===== src/design/fcic_pkg.sv =====
// shared types and constants of the fourth-order crossover iir core
package fcic_pkg;

    localparam int MAX_CHANNELS    = 8;
    localparam int SAMPLE_BITS     = 24;
    localparam int CHAN_FIELD_BITS = 3;
    localparam int CH_BITS         = $clog2(MAX_CHANNELS);
    localparam int ENTRY_BITS      = CH_BITS + 1;
    localparam int ENTRIES         = 2 * MAX_CHANNELS;
    localparam int HIST_LEN        = 4;

    localparam int COEF_BITS    = 32;
    localparam int FRAC_BITS    = 28;
    // x0 + 4x1 + 6x2 + 4x3 + x4 spans sixteen times a sample
    localparam int TAP_BITS     = SAMPLE_BITS + 4;
    localparam int PROD_BITS    = COEF_BITS + TAP_BITS;
    localparam int ACC_BITS     = PROD_BITS + 1;
    localparam int Q_BITS       = ACC_BITS - FRAC_BITS;
    localparam int CFG_IDX_BITS = 3;

    localparam int STEP_BITS = 3;
    localparam logic [STEP_BITS-1:0] MAC_LAST = 3'd5;

    typedef enum logic [CFG_IDX_BITS-1:0] {
        CFG_LOW_GAIN       = 3'd0,
        CFG_HIGH_GAIN      = 3'd1,
        CFG_FEEDBACK_ONE   = 3'd2,
        CFG_FEEDBACK_TWO   = 3'd3,
        CFG_FEEDBACK_THREE = 3'd4,
        CFG_FEEDBACK_FOUR  = 3'd5
    } cfg_idx_t;

    typedef enum logic [1:0] {
        ST_IDLE,
        ST_LOAD,
        ST_MAC,
        ST_DONE
    } state_t;

    // element 0 is the newest sample
    typedef logic [HIST_LEN-1:0][SAMPLE_BITS-1:0] hist_t;

    typedef struct packed {
        logic clear;
        logic mul_en;
        logic acc_en;
        logic acc_sub;
    } mac_ctrl_t;

endpackage


===== src/design/fcic_mac.sv =====
// shared multiply-accumulate unit: registered product, then signed accumulate
module fcic_mac (
    input  logic                                     aclk,
    input  fcic_pkg::mac_ctrl_t                      ctrl,
    input  logic signed [fcic_pkg::COEF_BITS-1:0]    mac_a,
    input  logic signed [fcic_pkg::TAP_BITS-1:0]     mac_b,
    output logic signed [fcic_pkg::ACC_BITS-1:0]     acc
);

    logic signed [fcic_pkg::PROD_BITS-1:0] prod_reg;
    logic signed [fcic_pkg::ACC_BITS-1:0]  acc_reg;
    logic signed [fcic_pkg::ACC_BITS-1:0]  prod_ext;

    assign prod_ext = fcic_pkg::ACC_BITS'(prod_reg);

    always_ff @(posedge aclk) begin
        if (ctrl.mul_en) begin
            prod_reg <= mac_a * mac_b;
        end
        if (ctrl.clear) begin
            acc_reg <= '0;
        end else if (ctrl.acc_en) begin
            acc_reg <= ctrl.acc_sub ? (acc_reg - prod_ext) : (acc_reg + prod_ext);
        end
    end

    assign acc = acc_reg;

endmodule


===== config.mk =====
export PLATFORM = sky130hd
export DESIGN_NAME = fcic_mac
export DESIGN_NICKNAME = d
export VERILOG_FILES = /design/src/design/fcic_pkg.sv /design/src/design/fcic_mac.sv
export SDC_FILE = /design/constraint.sdc
export NUM_CORES = 2
export LEC_CHECK = 0
export BUFFER_PORTS_ARGS = -buffer_cell sky130_fd_sc_hd__buf_2
export CAP_MARGIN = 40
export CORE_MARGIN = 2
export CORE_UTILIZATION = 41
export DETAILED_ROUTE_END_ITERATION = 7
export GPL_ROUTABILITY_DRIVEN = 0
export PLACE_DENSITY_LB_ADDON = 0.15
export SLEW_MARGIN = 20
export SYNTH_ARGS = -nofsm -noshare
export SYNTH_HDL_FRONTEND = slang
export SYNTH_SLANG_ARGS = --single-unit

===== constraint.sdc =====
create_clock -name aclk -period 9.6 [get_ports aclk]
set_input_delay 0.48 -clock aclk [delete_from_list [all_inputs] [get_ports aclk]]
set_output_delay 0.48 -clock aclk [all_outputs]
set_load 0.005 [all_outputs]

# Word-level counts from Yosys, hierarchy flattened
# Index checks and enable logic that the tools add are counted.
[totals] reg_bits=121 word_cells=6
[op_classes] addsub=2 mul=1 n_mux=1
[op_table] cell="$add A61 B60 Y61" count=1
[op_table] cell="$mux W61" count=1
[op_table] cell="$sub A61 B60 Y61" count=1
[op_table] cell="$mul A32 B28 Y60" count=1

# Longest topological paths before layout
[depth] word_depth=2 mapped_depth=28

# Least setup slack after synthesis
# Ideal clock, no wire load.
[synth_path] kind="input to register" startpoint="in mac_a[31] in the netlist's numbering" endpoint="reg prod_reg[59] in the netlist's numbering (data pin)" setup_ps=268 arrival_ps=7622 t_required_ps=9332 setup_slack_ps=1710 path_stages=27 path_buffers=3 path_cell_list="clkbuf_1 -> clkbuf_1 -> nand2_1 -> inv_1 -> fa_1 -> inv_1 -> fa_1 -> inv_1 -> fa_1 -> fa_1 -> inv_1 -> fa_1 -> inv_1 -> fa_1 -> fa_1 -> ha_1 -> ha_1 -> clkbuf_1 -> a21o_1 -> a21o_1 -> a21o_1 -> a21oi_1 -> o41ai_1 -> a41oi_1 -> o21ai_0 -> o41ai_1 -> xnor2_1"
[synth_between] elab_chain_cells=1
[synth_lines] item="start, declared" line="fcic_mac.sv:5" rtl="input logic signed [fcic_pkg::COEF_BITS-1:0] mac_a,"
[synth_lines] item="$mul A32 B28 Y60" line="fcic_mac.sv:18" rtl="prod_reg <= mac_a * mac_b;"
[synth_lines] item="end signal, assigned" line="fcic_mac.sv:18"
[synth_lines] item="end, declared" line="fcic_mac.sv:10" rtl="logic signed [fcic_pkg::PROD_BITS-1:0] prod_reg;"
# Every way passes these cells.
# A chain may end at the register's enable or synchronous reset.

# Final worst setup path
[layout_path] startpoint="in mac_b[5] in the netlist's numbering" endpoint="reg prod_reg[56] in the netlist's numbering (data pin)"
[layout_between] elab_chain_cells=1
[layout_lines] item="start, declared" line="fcic_mac.sv:6" rtl="input logic signed [fcic_pkg::TAP_BITS-1:0] mac_b,"
[layout_lines] item="$mul A32 B28 Y60" line="fcic_mac.sv:18"
# Every way passes these cells.

==> metrics.txt <==
Worst Path Arrival 8.45 ns; Synth Cell Area 40860 um2; share of flip-flops with an asynchronous set or reset 0%; clk_lat worst skew 0.44 ns; Starting Density 41.46%; Max FO, Critical Path 32; initial antenna violation count 2; core area 98560 um2; Final nets 5704; Finished Core Util 43.87%; Finished Cell Area 43240 um2; Hold Path Stages 2; root buffer cell clkbuf_16; number of synthesized flops with an enable pin 60; Synth warnings 0; max frequency 120.9 MHz; RSZ-0062 raised after global routing no; Final Hold Viols 0; vias in the first global route 31.84k; max reg flops 61; Max Root-Sink Buffers 2; first-pass GRT wire length 183200 um; top cell type by total area after synthesis fa_1; fin. max-slew vios 0; Routed WL 115500 um; via count 29.88k; crit path time final 8.271 ns; Synth Instances 4502; syn_nets 5749; adder-cell share of the synthesized area 53.24%; slowest stage delay, CP 0.88 ns; Die H 319.7 um; ys flop type dfxtp_1; CTS H-tree lvls 4; Post-CTS Setup Repair Bufs 0; pre-CTS WS 0.8457 ns; layout cell share with drive strength beyond 1 5.011%; Seq/Total Area, Yosys 7.397%; final setup vio count 0; min-delay worst type flip-flop to flip-flop; xor-xnor portion of the synthesized cell area 3.558%; Worst-path clk slew 0.06 ns; largest cells by area after synthesis fa_1, inv_1, ha_1, and2_1, nand2_1; Post-DP Area 42580 um2; critical path class primary input to flip-flop; post-cts sizing count 0; cts hold-fix bufs 0; Die Wd 319.7 um; WL per Instance 20.06 um; compound-cell area share of the yosys netlist 7.860%; Clock Skews 0.01094 ns; Yosys top cell area share 45.46%; PortBufs 125; worst r2r path cells 16; critical path startpoint category primary input; CP required 9.78 ns; total gr overflow 0; Crit-path slowest cell fa_1; Setup WS post-layout 1.329 ns; most common cell after layout, fill and taps aside fa_1; Mean Syn Cell Area 9.077 um2; Diodes inserted 0; Cell variety after synth 76; final worst path period share 86.15%; CTS buffer count 17; Tot GR Track Use 23.10%; Area Growth Syn to Fin 5.818%; drt first pass iters 5; Simple-Gate Fraction of Synth Area 16.75%; Top Ports 126; CTS tree done; DR iter-0 viols 1483; DP HPWL 93240 um; Placement Rows 115; critical path's most frequent cell fa_1; Max Cap Viol 0; synthesized flop and latch total 121; die area 102200 um2; Least-Margin Pin Slew 0.8889 ns; post-route setup TNS 0 ns; Worst setup EP type flip-flop; Vias per Instance 5.191; most frequent cells in the layout fa_1, inv_1, nand2_1; post-synthesis mux area share 0.8236%; DRC errors left 0; Sink Count 121; largest net degree at the start of global routing 71; Rel. slew slack 40.19%; outcome complete, no violations; combinational family with the most area after synthesis adder cells; Routed Antenna Nets 0
[cell type report]
type                    instances  area (um2)
well taps                    1287        1610
inverters                     887        3329
flip-flops and latches        121        3023
clock buffers                  23       511.7
repair buffers                177        1077
multi-input cells            3253       33600
fillers                      9777       55320
clock inverters                 9       85.08
[synthesized netlist by cell type (9+ instances only)]
master      n
o21a_1     15
nor4_1     11
mux2i_1    31
nor2b_1    10
xor2_1     47
edfxtp_1   60
inv_1     885
o22ai_1     9
a31oi_1    17
clkbuf_1  230
a211oi_1   24
nand2b_1   23
o21bai_1   22
dfxtp_1    61
nand4_1    21
fa_1      928
nand3_1    29
ha_1      254
nor2_1    168
and3_1     19
nor3_1     54
a21o_1     69
or3_1      13
nand2_1   518
o211ai_1   14
buf_1       9
and2_1    482
o31ai_1    12
o21ai_0    68
xnor2_1   119
a21oi_1   170
[critical path: cells and delay by family]
family / cells / cell delay, ns
AOI/OAI and AO/OA: 7 / 1.36
and+or+nand+nor: 2 / 0.37
buffers and inverters: 7 / 1.44
xor gates and xnor gates: 1 / 0.15
adders and majority gates: 9 / 4.63
[routing by layer]
| metal | GRT usage [%] | share of wire [%] | up-vias |
|---|---|---|---|
| met3 | 2.406 | 4.8 | 95 |
| met2 | 38.63 | 48 | 738 |
| met4 | 4.256 | 1.5 | 2 |
| li1 | - | - | 13630 |
| met1 | 32.74 | 46 | 15420 |
| met5 | 0 | 0.012 | - |
[stage by stage]
step,std cells,hold slack (ns)
after detailed placement,5722,0.4930
final,5757,0.5013
after floorplan,4502,0.4717
after global placement,5720,0.4841
after global routing,5757,0.5200
after CTS,5754,0.5025
[worst paths after layout]
kind	from	end	slack, ns
worst max-delay path	mac_b[5]	prod_reg[56]	1.33
worst min-delay path	acc[53]	acc[53]	0.50
worst max register to register	prod_reg[24]	acc[59]	3.35
worst min register to register	acc[53]	acc[53]	0.50
[cells by family (layout without fill, tap and decap cells)]
logic type	count (synthesis)	in the layout
buffers and inverters	1128	1096
xor gates and xnor gates	166	166
and+or+nand+nor	1374	1374
muxes	33	33
DFF	121	121
adders and majority gates	1182	1182
AOI/OAI and AO/OA	498	498
Power is left out: the tool's default activity adds up to more than one toggle a clock period on the data nets, which glitch-free logic cannot reach.
